<file path="src/rtl/core/assert_macros.svh">
// Assertion macros shared by the stopwatch table RTL.
`ifndef ASSERT_MACROS_SVH
`define ASSERT_MACROS_SVH

// Check a property at every clock edge outside reset.
`define NST_ASSERT(lbl, prop, msg) \
   lbl: assert property (@(posedge clock) disable iff (reset) prop) else $error(msg);

// Check a property at every clock edge, reset included.
`define NST_ASSERT_ALWAYS(lbl, prop, msg) \
   lbl: assert property (@(posedge clock) prop) else $error(msg);

`endif

</file>
<file path="src/rtl/core/nst_pkg.sv">
// Package with the sizes, codes and constants of the stopwatch table.
package nst_pkg;

   // Table geometry
   localparam int SLOT_COUNT = 16;
   localparam int IDX_W      = (SLOT_COUNT > 1) ? $clog2(SLOT_COUNT) : 1;
   localparam logic [IDX_W-1:0] LAST_IDX = IDX_W'(SLOT_COUNT - 1);

   // Field widths
   localparam int OP_W     = 2;
   localparam int KEY_W    = 32;
   localparam int TICK_W   = 64;
   localparam int RATE_W   = 16;
   localparam int STATUS_W = 2;
   localparam int SLOT_W   = 4;
   localparam int FRAME_W  = 22;

   // Operation codes
   localparam logic [OP_W-1:0] OP_START  = 2'd0;
   localparam logic [OP_W-1:0] OP_UPDATE = 2'd1;
   localparam logic [OP_W-1:0] OP_TAKE   = 2'd2;

   // Status codes
   localparam logic [STATUS_W-1:0] STATUS_DONE = 2'd0;
   localparam logic [STATUS_W-1:0] STATUS_MISS = 2'd1;
   localparam logic [STATUS_W-1:0] STATUS_FULL = 2'd2;

   // Tick rate after reset (60.75 ticks per microsecond, Q8.8)
   localparam logic [RATE_W-1:0] RATE_RESET = 16'd15552;

   // Divider: 32-bit tick delta shifted by the 8 rate fraction bits
   localparam int DELTA_W   = 32;
   localparam int DVD_W     = DELTA_W + 8;
   localparam int DIV_STEPS = DVD_W;
   localparam int STEP_W    = $clog2(DIV_STEPS);

   // Microseconds are kept modulo one second
   localparam int USEC_W = 20;
   localparam logic [USEC_W:0] USEC_MOD = 21'd1000000;

   // frames = floor(usec * 12288 / 3125), as usec * ceil(12288 * 2^32 / 3125) >> 32
   localparam int MUL_W   = 34;
   localparam int MUL_SH  = 32;
   localparam int PROD_W  = USEC_W + MUL_W;
   localparam logic [MUL_W-1:0] FRAME_MUL = 34'd16888498603;

   // One word of the key and start memory
   typedef struct packed {
      logic [TICK_W-1:0] start;
      logic [KEY_W-1:0]  key;
   } ks_word_type;

endpackage

</file>
<file path="src/rtl/core/nst_ram.sv">
// Generic single-write, single-read RAM with a registered read port.
module nst_ram #(
   parameter int WIDTH = 8,
   parameter int DEPTH = 16
) (
   input  logic                                      clock,
   input  logic                                      wr_en,
   input  logic [((DEPTH > 1) ? $clog2(DEPTH) : 1)-1:0] wr_addr,
   input  logic [WIDTH-1:0]                          wr_data,
   input  logic [((DEPTH > 1) ? $clog2(DEPTH) : 1)-1:0] rd_addr,
   output logic [WIDTH-1:0]                          rd_data
);

   logic [WIDTH-1:0] mem_ff [DEPTH];
   logic [WIDTH-1:0] rd_data_ff;

   // Write port
   always_ff @(posedge clock) begin
      if (wr_en) begin
         mem_ff[wr_addr] <= wr_data;
      end
   end

   // Registered read port
   always_ff @(posedge clock) begin
      rd_data_ff <= mem_ff[rd_addr];
   end

   assign rd_data = rd_data_ff;

endmodule

</file>
<file path="src/rtl/core/named_stopwatch_table.sv">
// Top level of the named stopwatch table: slot scan, tick conversion and stream ports.
//
// Sixteen stopwatches named by a 32-bit key, held in two RAMs (key and start time, stored
// elapsed frames) with per-slot used and elapsed-valid flops cleared at reset, so no
// clearing pass is needed and the block takes a word right after reset. One word is
// worked on at a time. The key scan reads one slot at a time (RAM read, then compare)
// and stops at the first hit; a miss or a new start visits all 16 slots. An update that
// hits then runs a bit-serial divider by the tick rate, which produces one quotient bit
// per cycle while the microsecond count is reduced modulo one second on the fly, then
// one multiply turns microseconds into frames. The result word sits in an output
// register, so the next word is taken while it waits. tick_rate_q8 may be written only
// while no word is in flight.
`include "assert_macros.svh"

module named_stopwatch_table (
   input  logic         clock,
   input  logic         reset,
   // Configuration: tick_rate_q8
   input  logic         csr_we,
   input  logic [15:0]  csr_wdata,
   // Request channel
   input  logic         req_tvalid,
   output logic         req_tready,
   input  logic [95:0]  req_tdata,    // key_id [31:0], now_ticks [95:32]
   input  logic [1:0]   req_tuser,    // operation [1:0]
   // Response channel
   output logic         rsp_tvalid,
   input  logic         rsp_tready,
   output logic [31:0]  rsp_tdata,    // slot [3:0], elapsed_frames [25:4], zero [31:26]
   output logic [1:0]   rsp_tuser     // status [1:0]
);

   localparam int IDX_W   = nst_pkg::IDX_W;
   localparam int KS_W    = $bits(nst_pkg::ks_word_type);
   localparam int FRAME_W = nst_pkg::FRAME_W;

   // Sequencer states
   localparam logic [2:0] ST_IDLE   = 3'd0;
   localparam logic [2:0] ST_READ   = 3'd1;
   localparam logic [2:0] ST_CMP    = 3'd2;
   localparam logic [2:0] ST_DIV    = 3'd3;
   localparam logic [2:0] ST_MUL    = 3'd4;
   localparam logic [2:0] ST_FINISH = 3'd5;
   localparam logic [2:0] ST_RESP   = 3'd6;

   // Control registers
   logic [2:0]                        state_ff, state_in;
   logic [nst_pkg::SLOT_COUNT-1:0]    used_ff, used_in;
   logic [nst_pkg::SLOT_COUNT-1:0]    el_valid_ff, el_valid_in;
   logic [nst_pkg::RATE_W-1:0]        rate_ff, rate_in;
   logic                              found_ff, found_in;
   logic                              free_found_ff, free_found_in;
   logic                              rsp_valid_ff, rsp_valid_in;
   logic [nst_pkg::STEP_W-1:0]        step_ff, step_in;

   // Payload registers
   logic [nst_pkg::OP_W-1:0]          op_ff, op_in;
   logic [nst_pkg::KEY_W-1:0]         key_ff, key_in;
   logic [nst_pkg::TICK_W-1:0]        now_ff, now_in;
   logic [IDX_W-1:0]                  idx_ff, idx_in;
   logic [IDX_W-1:0]                  hit_idx_ff, hit_idx_in;
   logic [IDX_W-1:0]                  free_idx_ff, free_idx_in;
   logic [FRAME_W-1:0]                elapsed_ff, elapsed_in;
   logic [nst_pkg::DVD_W-1:0]         dvd_ff, dvd_in;
   logic [nst_pkg::RATE_W-1:0]        rem_ff, rem_in;
   logic [nst_pkg::USEC_W-1:0]        usec_ff, usec_in;
   logic [nst_pkg::PROD_W-1:0]        prod_ff, prod_in;
   logic [nst_pkg::STATUS_W-1:0]      res_status_ff, res_status_in;
   logic [nst_pkg::SLOT_W-1:0]        res_slot_ff, res_slot_in;
   logic [FRAME_W-1:0]                res_frames_ff, res_frames_in;
   logic [nst_pkg::STATUS_W-1:0]      rsp_status_ff, rsp_status_in;
   logic [nst_pkg::SLOT_W-1:0]        rsp_slot_ff, rsp_slot_in;
   logic [FRAME_W-1:0]                rsp_frames_ff, rsp_frames_in;

   // Memory ports
   logic                              ks_we;
   logic [IDX_W-1:0]                  ks_waddr;
   nst_pkg::ks_word_type              ks_wdata;
   nst_pkg::ks_word_type              ks_rdata;
   logic                              el_we;
   logic [IDX_W-1:0]                  el_waddr;
   logic [FRAME_W-1:0]                el_wdata;
   logic [FRAME_W-1:0]                el_rdata;

   // Working signals
   logic                              hit;
   logic [nst_pkg::DELTA_W-1:0]       delta;
   logic [nst_pkg::RATE_W:0]          rate_eff;
   logic [nst_pkg::RATE_W:0]          rem_shift;
   logic                              qbit;
   logic [nst_pkg::USEC_W:0]          usec_shift;
   logic [IDX_W-1:0]                  sel_idx;
   logic [IDX_W+3:0]                  slot_ext;

   // Key and start time memory
   nst_ram #(
      .WIDTH (KS_W),
      .DEPTH (nst_pkg::SLOT_COUNT)
   ) u_ks_ram (
      .clock   (clock),
      .wr_en   (ks_we),
      .wr_addr (ks_waddr),
      .wr_data (ks_wdata),
      .rd_addr (idx_ff),
      .rd_data (ks_rdata)
   );

   // Stored elapsed frames memory
   nst_ram #(
      .WIDTH (FRAME_W),
      .DEPTH (nst_pkg::SLOT_COUNT)
   ) u_el_ram (
      .clock   (clock),
      .wr_en   (el_we),
      .wr_addr (el_waddr),
      .wr_data (el_wdata),
      .rd_addr (idx_ff),
      .rd_data (el_rdata)
   );

   // Compare, divide and reduce terms
   assign hit        = used_ff[idx_ff] && (ks_rdata.key == key_ff);
   assign delta      = now_ff[nst_pkg::DELTA_W-1:0] - ks_rdata.start[nst_pkg::DELTA_W-1:0];
   assign rate_eff   = {1'b0, (rate_ff == '0) ? nst_pkg::RATE_W'(1) : rate_ff};
   assign rem_shift  = {rem_ff, dvd_ff[nst_pkg::DVD_W-1]};
   assign qbit       = (rem_shift >= rate_eff);
   assign usec_shift = {usec_ff, qbit};
   assign sel_idx    = found_ff ? hit_idx_ff : free_idx_ff;
   assign slot_ext   = {4'b0000, sel_idx};

   // Sequencer next state
   always_comb begin
      state_in      = state_ff;
      used_in       = used_ff;
      el_valid_in   = el_valid_ff;
      rate_in       = rate_ff;
      found_in      = found_ff;
      free_found_in = free_found_ff;
      rsp_valid_in  = rsp_valid_ff;
      step_in       = step_ff;
      op_in         = op_ff;
      key_in        = key_ff;
      now_in        = now_ff;
      idx_in        = idx_ff;
      hit_idx_in    = hit_idx_ff;
      free_idx_in   = free_idx_ff;
      elapsed_in    = elapsed_ff;
      dvd_in        = dvd_ff;
      rem_in        = rem_ff;
      usec_in       = usec_ff;
      prod_in       = prod_ff;
      res_status_in = res_status_ff;
      res_slot_in   = res_slot_ff;
      res_frames_in = res_frames_ff;
      rsp_status_in = rsp_status_ff;
      rsp_slot_in   = rsp_slot_ff;
      rsp_frames_in = rsp_frames_ff;
      ks_we         = 1'b0;
      ks_waddr      = sel_idx;
      ks_wdata      = '{start: now_ff, key: key_ff};
      el_we         = 1'b0;
      el_waddr      = hit_idx_ff;
      el_wdata      = prod_ff[nst_pkg::PROD_W-1:nst_pkg::MUL_SH];

      // Take the tick rate
      if (csr_we) begin
         rate_in = csr_wdata;
      end

      // Drop the response word once taken
      if (rsp_valid_ff && rsp_tready) begin
         rsp_valid_in = 1'b0;
      end

      unique case (state_ff)
         ST_IDLE: begin
            if (req_tvalid) begin
               op_in         = req_tuser;
               key_in        = req_tdata[31:0];
               now_in        = req_tdata[95:32];
               idx_in        = '0;
               hit_idx_in    = '0;
               free_idx_in   = '0;
               found_in      = 1'b0;
               free_found_in = 1'b0;
               elapsed_in    = '0;
               if (req_tuser == nst_pkg::OP_START || req_tuser == nst_pkg::OP_UPDATE ||
                   req_tuser == nst_pkg::OP_TAKE) begin
                  state_in = ST_READ;
               end else begin
                  state_in = ST_FINISH;
               end
            end
         end
         ST_READ: begin
            state_in = ST_CMP;
         end
         ST_CMP: begin
            // Record a key hit along with its stored frames
            if (hit) begin
               found_in   = 1'b1;
               hit_idx_in = idx_ff;
               elapsed_in = el_valid_ff[idx_ff] ? el_rdata : '0;
            end
            // Remember the lowest free slot
            if (!used_ff[idx_ff] && !free_found_ff) begin
               free_found_in = 1'b1;
               free_idx_in   = idx_ff;
            end
            if (hit || idx_ff == nst_pkg::LAST_IDX) begin
               if (hit && op_ff == nst_pkg::OP_UPDATE) begin
                  dvd_in   = {delta, 8'h00};
                  rem_in   = '0;
                  usec_in  = '0;
                  step_in  = '0;
                  state_in = ST_DIV;
               end else begin
                  state_in = ST_FINISH;
               end
            end else begin
               idx_in   = idx_ff + IDX_W'(1);
               state_in = ST_READ;
            end
         end
         ST_DIV: begin
            // One quotient bit, folded into microseconds modulo one second
            rem_in = qbit ? nst_pkg::RATE_W'(rem_shift - rate_eff)
                          : rem_shift[nst_pkg::RATE_W-1:0];
            dvd_in = {dvd_ff[nst_pkg::DVD_W-2:0], 1'b0};
            usec_in = (usec_shift >= nst_pkg::USEC_MOD)
                    ? nst_pkg::USEC_W'(usec_shift - nst_pkg::USEC_MOD)
                    : usec_shift[nst_pkg::USEC_W-1:0];
            step_in = step_ff + nst_pkg::STEP_W'(1);
            if (step_ff == nst_pkg::STEP_W'(nst_pkg::DIV_STEPS - 1)) begin
               state_in = ST_MUL;
            end
         end
         ST_MUL: begin
            prod_in  = nst_pkg::PROD_W'(usec_ff) * nst_pkg::PROD_W'(nst_pkg::FRAME_MUL);
            state_in = ST_FINISH;
         end
         ST_FINISH: begin
            res_status_in = nst_pkg::STATUS_DONE;
            res_slot_in   = '0;
            res_frames_in = '0;
            unique case (op_ff)
               nst_pkg::OP_START: begin
                  if (found_ff || free_found_ff) begin
                     ks_we            = 1'b1;
                     used_in[sel_idx] = 1'b1;
                     res_slot_in      = slot_ext[3:0];
                  end else begin
                     res_status_in = nst_pkg::STATUS_FULL;
                  end
               end
               nst_pkg::OP_UPDATE: begin
                  if (found_ff) begin
                     el_we                   = 1'b1;
                     el_valid_in[hit_idx_ff] = 1'b1;
                     res_slot_in             = slot_ext[3:0];
                  end else begin
                     res_status_in = nst_pkg::STATUS_MISS;
                  end
               end
               nst_pkg::OP_TAKE: begin
                  if (found_ff) begin
                     used_in[hit_idx_ff] = 1'b0;
                     res_slot_in         = slot_ext[3:0];
                     res_frames_in       = elapsed_ff;
                  end else begin
                     res_status_in = nst_pkg::STATUS_MISS;
                  end
               end
               default: begin
                  res_status_in = nst_pkg::STATUS_DONE;
               end
            endcase
            state_in = ST_RESP;
         end
         ST_RESP: begin
            // Load the output register once it is free
            if (!rsp_valid_ff || rsp_tready) begin
               rsp_valid_in  = 1'b1;
               rsp_status_in = res_status_ff;
               rsp_slot_in   = res_slot_ff;
               rsp_frames_in = res_frames_ff;
               state_in      = ST_IDLE;
            end
         end
         default: begin
            state_in = ST_IDLE;
         end
      endcase
   end

   // Control registers
   always_ff @(posedge clock) begin
      if (reset) begin
         state_ff      <= ST_IDLE;
         used_ff       <= '0;
         el_valid_ff   <= '0;
         rate_ff       <= nst_pkg::RATE_RESET;
         found_ff      <= 1'b0;
         free_found_ff <= 1'b0;
         rsp_valid_ff  <= 1'b0;
         step_ff       <= '0;
      end else begin
         state_ff      <= state_in;
         used_ff       <= used_in;
         el_valid_ff   <= el_valid_in;
         rate_ff       <= rate_in;
         found_ff      <= found_in;
         free_found_ff <= free_found_in;
         rsp_valid_ff  <= rsp_valid_in;
         step_ff       <= step_in;
      end
   end

   // Payload registers
   always_ff @(posedge clock) begin
      op_ff         <= op_in;
      key_ff        <= key_in;
      now_ff        <= now_in;
      idx_ff        <= idx_in;
      hit_idx_ff    <= hit_idx_in;
      free_idx_ff   <= free_idx_in;
      elapsed_ff    <= elapsed_in;
      dvd_ff        <= dvd_in;
      rem_ff        <= rem_in;
      usec_ff       <= usec_in;
      prod_ff       <= prod_in;
      res_status_ff <= res_status_in;
      res_slot_ff   <= res_slot_in;
      res_frames_ff <= res_frames_in;
      rsp_status_ff <= rsp_status_in;
      rsp_slot_ff   <= rsp_slot_in;
      rsp_frames_ff <= rsp_frames_in;
   end

   // Ports
   assign req_tready = (state_ff == ST_IDLE);
   assign rsp_tvalid = rsp_valid_ff;
   assign rsp_tdata  = {6'b000000, rsp_frames_ff, rsp_slot_ff};
   assign rsp_tuser  = rsp_status_ff;

   // Assertions
   `NST_ASSERT_ALWAYS(a_div_needs_hit,
      (state_ff == ST_DIV) |-> (found_ff && op_ff == nst_pkg::OP_UPDATE),
      "divider running without an update hit")
   `NST_ASSERT(a_full_means_all_used,
      (state_ff == ST_FINISH && op_ff == nst_pkg::OP_START && !found_ff && !free_found_ff)
      |-> (&used_ff),
      "table reported full while a slot is free")
   `NST_ASSERT(a_hit_slot_used,
      (state_ff == ST_FINISH && found_ff) |-> used_ff[hit_idx_ff],
      "key hit on a free slot")
   `NST_ASSERT(a_one_word_in_flight,
      (req_tvalid && req_tready) |=> !req_tready,
      "second request taken while one is in flight")

endmodule

</file>
<file path="config.mk">
export PLATFORM = sky130hd
export DESIGN_NAME = named_stopwatch_table
export DESIGN_NICKNAME = d
export VERILOG_FILES = /design/src/rtl/core/nst_pkg.sv /design/src/rtl/core/nst_ram.sv /design/src/rtl/core/named_stopwatch_table.sv
export VERILOG_INCLUDE_DIRS = /design/src /design/src/rtl/core
export SDC_FILE = /design/constraint.sdc
export NUM_CORES = 2
export LEC_CHECK = 0
export ABC_AREA = 1
export BUFFER_PORTS_ARGS = -buffer_cell sky130_fd_sc_hd__buf_2
export CORE_UTILIZATION = 25
export CTS_CLUSTER_DIAMETER = 50
export DETAILED_ROUTE_END_ITERATION = 8
export GPL_ROUTABILITY_DRIVEN = 0
export REMOVE_ABC_BUFFERS = 1
export SLEW_MARGIN = 25
export SYNTH_ARGS = -nofsm -noshare
export SYNTH_HDL_FRONTEND = slang
export SYNTH_HIERARCHICAL = 1
export SYNTH_SLANG_ARGS = --single-unit
</file>
<file path="constraint.sdc">
create_clock -name clock -period 10.1 [get_ports clock]
set_clock_uncertainty 0.15 [all_clocks]
set_input_delay 2.02 -clock clock [delete_from_list [all_inputs] [get_ports clock]]
set_output_delay 2.02 -clock clock [all_outputs]
set_load 0.02 [all_outputs]
</file>
# After elaboration in Yosys (flattened, before gate mapping)
# Memory sizes are Yosys's and may differ from the RTL's. A register that Yosys moved wholly into a read port is not among the register bits.
# Index checks and enable logic that the tools add are counted.
[totals]
reg_bits = 378
ramBits = 1888
output_inout_bits = 36
memories = 2
[classes]
add_sub_neg = 5
n_mul = 1
magnitude_cmp = 7
n_eq_ne = 23
mux = 69
bitwise = 4
reduce_logical = 32
[memory_table]
columns = ["memory", "words", "width", "read_ports", "rd_ports_with_merged_regs", "write_ports", "line", "text"]
rows = [
  ["u_ks_ram.mem_ff", 16, 96, 1, 1, 1, "nst_ram.sv:14", "logic [WIDTH-1:0] mem_ff [DEPTH];"],
  ["u_el_ram.mem_ff", 16, 22, 1, 1, 1, "nst_ram.sv:14", ""],
]
[ops]
columns = ["operator", "count"]
rows = [
  ["16-bit two-way mux", 6],
  ["40-bit two-way mux", 2],
  ["40-bit case mux with 2 select lines", 1],
  ["22-bit two-way mux", 3],
  ["16-bit case mux with 2 select lines", 2],
  ["20-bit two-way mux", 3],
  ["20-bit by 34-bit multiplier with 54-bit output, second input constant", 1],
  ["22-bit case mux with 2 select lines", 1],
  ["20-bit case mux with 2 select lines", 1],
  ["32-bit equality test", 1],
  ["16-bit bitwise OR", 2],
  ["4-bit case mux with 2 select lines", 4],
  ["32-bit subtractor", 1],
  ["4-bit two-way mux", 7],
  ["21-bit by 20-bit greater-or-equal comparator with 1-bit output, second input constant", 1],
  ["1-bit two-way mux", 21],
  ["3-bit case mux with 7 select lines", 1],
  ["2-bit inequality test, second input constant", 10],
  ["20-bit subtractor, second input constant", 1],
  ["3-bit two-way mux", 6],
  ["3-bit AND reduction", 6],
  ["17-bit by 16-bit greater-or-equal comparator with 1-bit output", 1],
  ["16-bit bitwise AND", 1],
  ["16-bit zero test", 1],
  ["other kinds (29)", 57],
]

# Depth between registers and ports, before layout
[logic_depth]
depth_word = 8
mapped_depth = 28
depth_no_buf = 27

# By module
# The synthesis kept the hierarchy.
[by_module_without_submodules]
columns = ["mod", "n_inst", "cells_each", "area_each_um2", "seq_area_each_um2"]
rows = [
  ["nst_ram (u_ks_ram)", 1, 6302, 67643.6, 48046.1],
  ["named_stopwatch_table", 1, 3176, 28458.5, 9549.2],
  ["nst_ram (u_el_ram)", 1, 1466, 15650.0, 11010.6],
]

# Worst setup path before layout
# No wires, ideal clock.
[synth_path]
path_kind = "input port to flip-flop"
from = "input port req_tvalid"
to = "register hit_idx_ff[0] (netlist: el_waddr[0]) (enable)"
setup_ns = 0.414
arrival_ns = 7.650
required_time_ns = 9.536
path_slack_ns = 1.886
path_stages = 4
path_buffers = 0
cell_sequence = "inv_1 -> nor2_1 -> inv_1 -> o21ai_1"
[synth_between]
elab_chain_cells = 2
[synth_lines]
columns = ["item", "line", "text"]
rows = [
  ["from (decl)", "named_stopwatch_table.sv:22", "input logic req_tvalid,"],
  ["2-bit inequality test (no line)", "n/a", ""],
  ["3-bit AND reduction (no line)", "n/a", ""],
  ["to (signal assigned)", "named_stopwatch_table.sv:325", "hit_idx_ff <= hit_idx_in;"],
  ["to (decl)", "named_stopwatch_table.sv:61", "logic [IDX_W-1:0] hit_idx_ff, hit_idx_in;"],
]
# Every way passes these cells.
# A chain may end at the register's enable or synchronous reset.

# Worst setup path after layout
[layout_path]
from = "register usec_ff[9] (netlist bit)"
to = "register prod_ff[42] (netlist bit), data pin"
[layout_between]
elab_chain_cells = 1
[layout_lines]
columns = ["item", "line", "text"]
rows = [
  ["from (decl)", "named_stopwatch_table.sv:66", "logic [nst_pkg::USEC_W-1:0] usec_ff, usec_in;"],
  ["from (signal assigned)", "named_stopwatch_table.sv:330", "usec_ff <= usec_in;"],
  ["20-bit by 34-bit multiplier with 54-bit output", "named_stopwatch_table.sv:239", "prod_in = nst_pkg::PROD_W'(usec_ff) * nst_pkg::PROD_W'(nst_pkg::FRAME_MUL);"],
  ["to (signal assigned)", "named_stopwatch_table.sv:331", "prod_ff <= prod_in;"],
  ["to (decl)", "named_stopwatch_table.sv:67", "logic [nst_pkg::PROD_W-1:0] prod_ff, prod_in;"],
]
# Every way passes these cells.

==> implementation parameters <==
Parameter                              Value

Synthesis
  Count of warnings emitted by yosys ... 6
  Mean Syn Cell Area ... 9.99 sq um
  Post-Syn Instances ... 8864
  Netlist area before placement ... 0.0885 sq mm

Clock tree
  Number of hold buffers added after cts ... 0
  TritonCTS clock tree ... yes
  Worst-case clock buffer depth ... 4
  Clk root buf ... sky130_fd_sc_hd__clkbuf_16
  Number of gates resized after CTS ... 0
  CTS sink count ... 1768
  CTS H-tree depth ... 4
  Number of buffers added by the clock tree synthesis step ... 197
  Clock-pin slew reported for the worst setup and hold paths after clock tree synthesis ... 0.06 ns
  Postcts setup bufs ... 0
  Later-pin clock latency in the skew report ... 0.87 ns

Critical path
  Worst reg-to-reg setup slack ... 3.10 ns
  Nature of the critical path startpoint ... register
  Crit path kind ... reg -> reg
  Largest fanout on the critical path ... 11
  Ordered cell list for the critical path ... inv_1 -> ha_1 -> inv_1 -> fa_1 -> fa_1 -> fa_1 -> fa_1 -> fa_1 -> inv_1 -> fa_1 -> ha_1 -> nand2_1 -> nor4_1 -> inv_1 -> o21ai_0 -> nand2_1 -> nand4_1 -> xor2_1
  Combined buffer and inverter count along the critical path ... 4
  Largest delay share family, worst path ... adder cells
  WP data required ... 10.55 ns
  Worst Path Arrival ... 7.45 ns
  Worst Setup End Kind ... register
  Critical Path Slowest Stage Cell ... sky130_fd_sc_hd__edfxtp_1
  Critical Path Max Stage Delay ... 0.79 ns
  Most numerous cell on the critical path ... sky130_fd_sc_hd__fa_1

Min path
  Hold/Removal Path Class ... reg -> reg

Timing
  Setup total negative slack ... 0 ns
  Count of pins over their slew limit ... 0
  Number of endpoints with negative hold slack in the final report ... 0
  Portion of the clock cycle consumed by the worst path in the final layout ... 69.3%
  Unrepaired setup endpoints after global routing ... no
  Setup ws final ... 3.10 ns
  Slew margin rel. ... 23.8%
  Number of failing setup endpoints in the final timing report ... 0
  Timing-limited maximum frequency ... 143 MHz
  Min cycle time layout ... 7.00 ns
  Actual transition at the worst max-transition pin ... 1.14 ns

Route
  Total via count after detailed routing ... 58546
  DR iter-0 viols ... 4477
  Via density per instance ... 4.24
  Routed length per placed instance ... 16.6 microns
  DRC ... 0
  Wire length after detailed routing ... 229000 microns
  Detailed-router iteration count before antenna repair ... 5
  Antenna-violating nets left ... 0

Floorplan
  Height of the die ... 597 microns
  Die Width ... 597 microns
  Die area ... 0.356 sq mm
  Initial Utilization ... 25.1%
  Std cell rows ... 218
  Core area ... 0.352 sq mm
  # IOs ... 155

Cells and area
  Fraction of layout instances using a drive strength above 1 ... 6.31%
  Post-route non-filler standard cell count ... 13794
  Area used by multi-input combinational logic ... 0.0284 sq mm
  Post-layout utilization of the core ... 28.4%
  Filler cell count ... 36412
  Total number of nets in the final design ... 9586
  Sequential cell area ... 0.0516 sq mm
  Layout-stage area growth over the synthesis result ... 13.0%

Global routing
  GR Util All Layers ... 12.5%
  Met2 usage in global routing ... 20.7%
  Largest net degree at the start of global routing ... 185
  Total congestion overflow ... 0
  First-pass GRT wire length ... 344000 microns
  Met1 capacity usage during global routing ... 16.8%
  Vias in the first global route ... 55755
  Global-route met3 utilization ... 1.51%
  Antenna violations before repair ... 14
  Grt peak-use layer ... met2

Placement
  Number of buffers inserted by port buffering ... 116
  Post-place setup slack ... 3.18 ns
  Number of cells after detailed placement ... 13439
  HPWL after detailed placement ... 135000 microns

Pwr
  Leakage ... 42.6 nW
  Peak supply drop ... 0.000569 V
  Areal power density over the cells ... 330 mW/mm^2

Outcome
  Run status ... finished, final reports clean

Job
  Max-cap viol count ... 0
cell usage in the layout (no fill, tap or decap), types with 15 or more instances in the layout:
cell,count
sky130_fd_sc_hd__nand2_1,2297
sky130_fd_sc_hd__inv_1,1724
sky130_fd_sc_hd__edfxtp_1,1622
sky130_fd_sc_hd__nand3_1,1139
sky130_fd_sc_hd__nor2_1,344
sky130_fd_sc_hd__ha_1,327
sky130_fd_sc_hd__fa_1,232
sky130_fd_sc_hd__a21oi_1,202
sky130_fd_sc_hd__clkbuf_16,199
sky130_fd_sc_hd__o21ai_0,162
sky130_fd_sc_hd__dfxtp_1,146
sky130_fd_sc_hd__buf_2,116
sky130_fd_sc_hd__buf_4,87
sky130_fd_sc_hd__clkbuf_1,49
sky130_fd_sc_hd__xor2_1,38
sky130_fd_sc_hd__xnor2_1,37
sky130_fd_sc_hd__clkinv_2,28
sky130_fd_sc_hd__clkinv_1,21
sky130_fd_sc_hd__nor2_4,21
sky130_fd_sc_hd__nor2_2,19
sky130_fd_sc_hd__nand4_1,16
sky130_fd_sc_hd__a31oi_1,16
sky130_fd_sc_hd__nor4_1,15
sky130_fd_sc_hd__nor3_1,15
metrics by stage:
stage               power, mW  cell area, sq um  hold WS, ns
floorplan                21.5             86400        0.250
global placement         25.9             93900        0.255
detailed placement       25.9             93900        0.255
CTS                      33.0            100000        0.237
global route             35.4            100000        0.253
finish                   33.0            100000        0.230
final cells by class:
type                       instances  share of cell area, %
sequential                      1768                   51.6
tap                             4730                   5.91
timing repair buffer             212                   1.40
clock buffer                     262                   5.35
clock inverter                    88                  0.774
antenna                            5                 0.0125
inverter                        1736                   6.54
multi-input combinational       4993                   28.4
registers in the layout, indices dropped and copies added, names as in the netlist, 20 cells and up:
register	flops
u_el_ram/mem_ff	352
key_ff	32
u_ks_ram/rd_data	64
usec_ff	20
res_frames_ff	22
now_ff	32
u_ks_ram/mem_ff	1024
rsp_frames_ff	22
prod_ff	22
elapsed_ff	22
u_el_ram/rd_data	22
dvd_ff	32
final timing paths:
| path | startpoint | endpoint | cells past startpoint |
|---|---|---|---|
| worst min-delay path | res_status_ff[0] | rsp_tuser[0] | 0 |
| worst max register to register | usec_ff[9] | prod_ff[42] | 18 |
| worst min register to register | res_status_ff[0] | rsp_tuser[0] | 0 |
| worst max-delay path | usec_ff[9] | prod_ff[42] | 18 |
where the power goes:
group | switching, mW | internal (mW)
Clock | 2.91 | 3.96
Sequential | 0.572 | 9.12
Combinational | 11.0 | 5.41
routing by layer:
| layer | routed length (microns) | part of all wire, % |
|---|---|---|
| met5 | 35 | 0.015 |
| met3 | 12700 | 5.6 |
| met1 | 102000 | 44 |
| met2 | 107000 | 47 |
| met4 | 7800 | 3.4 |
Note: power is estimated with default switching activity, not from simulation.
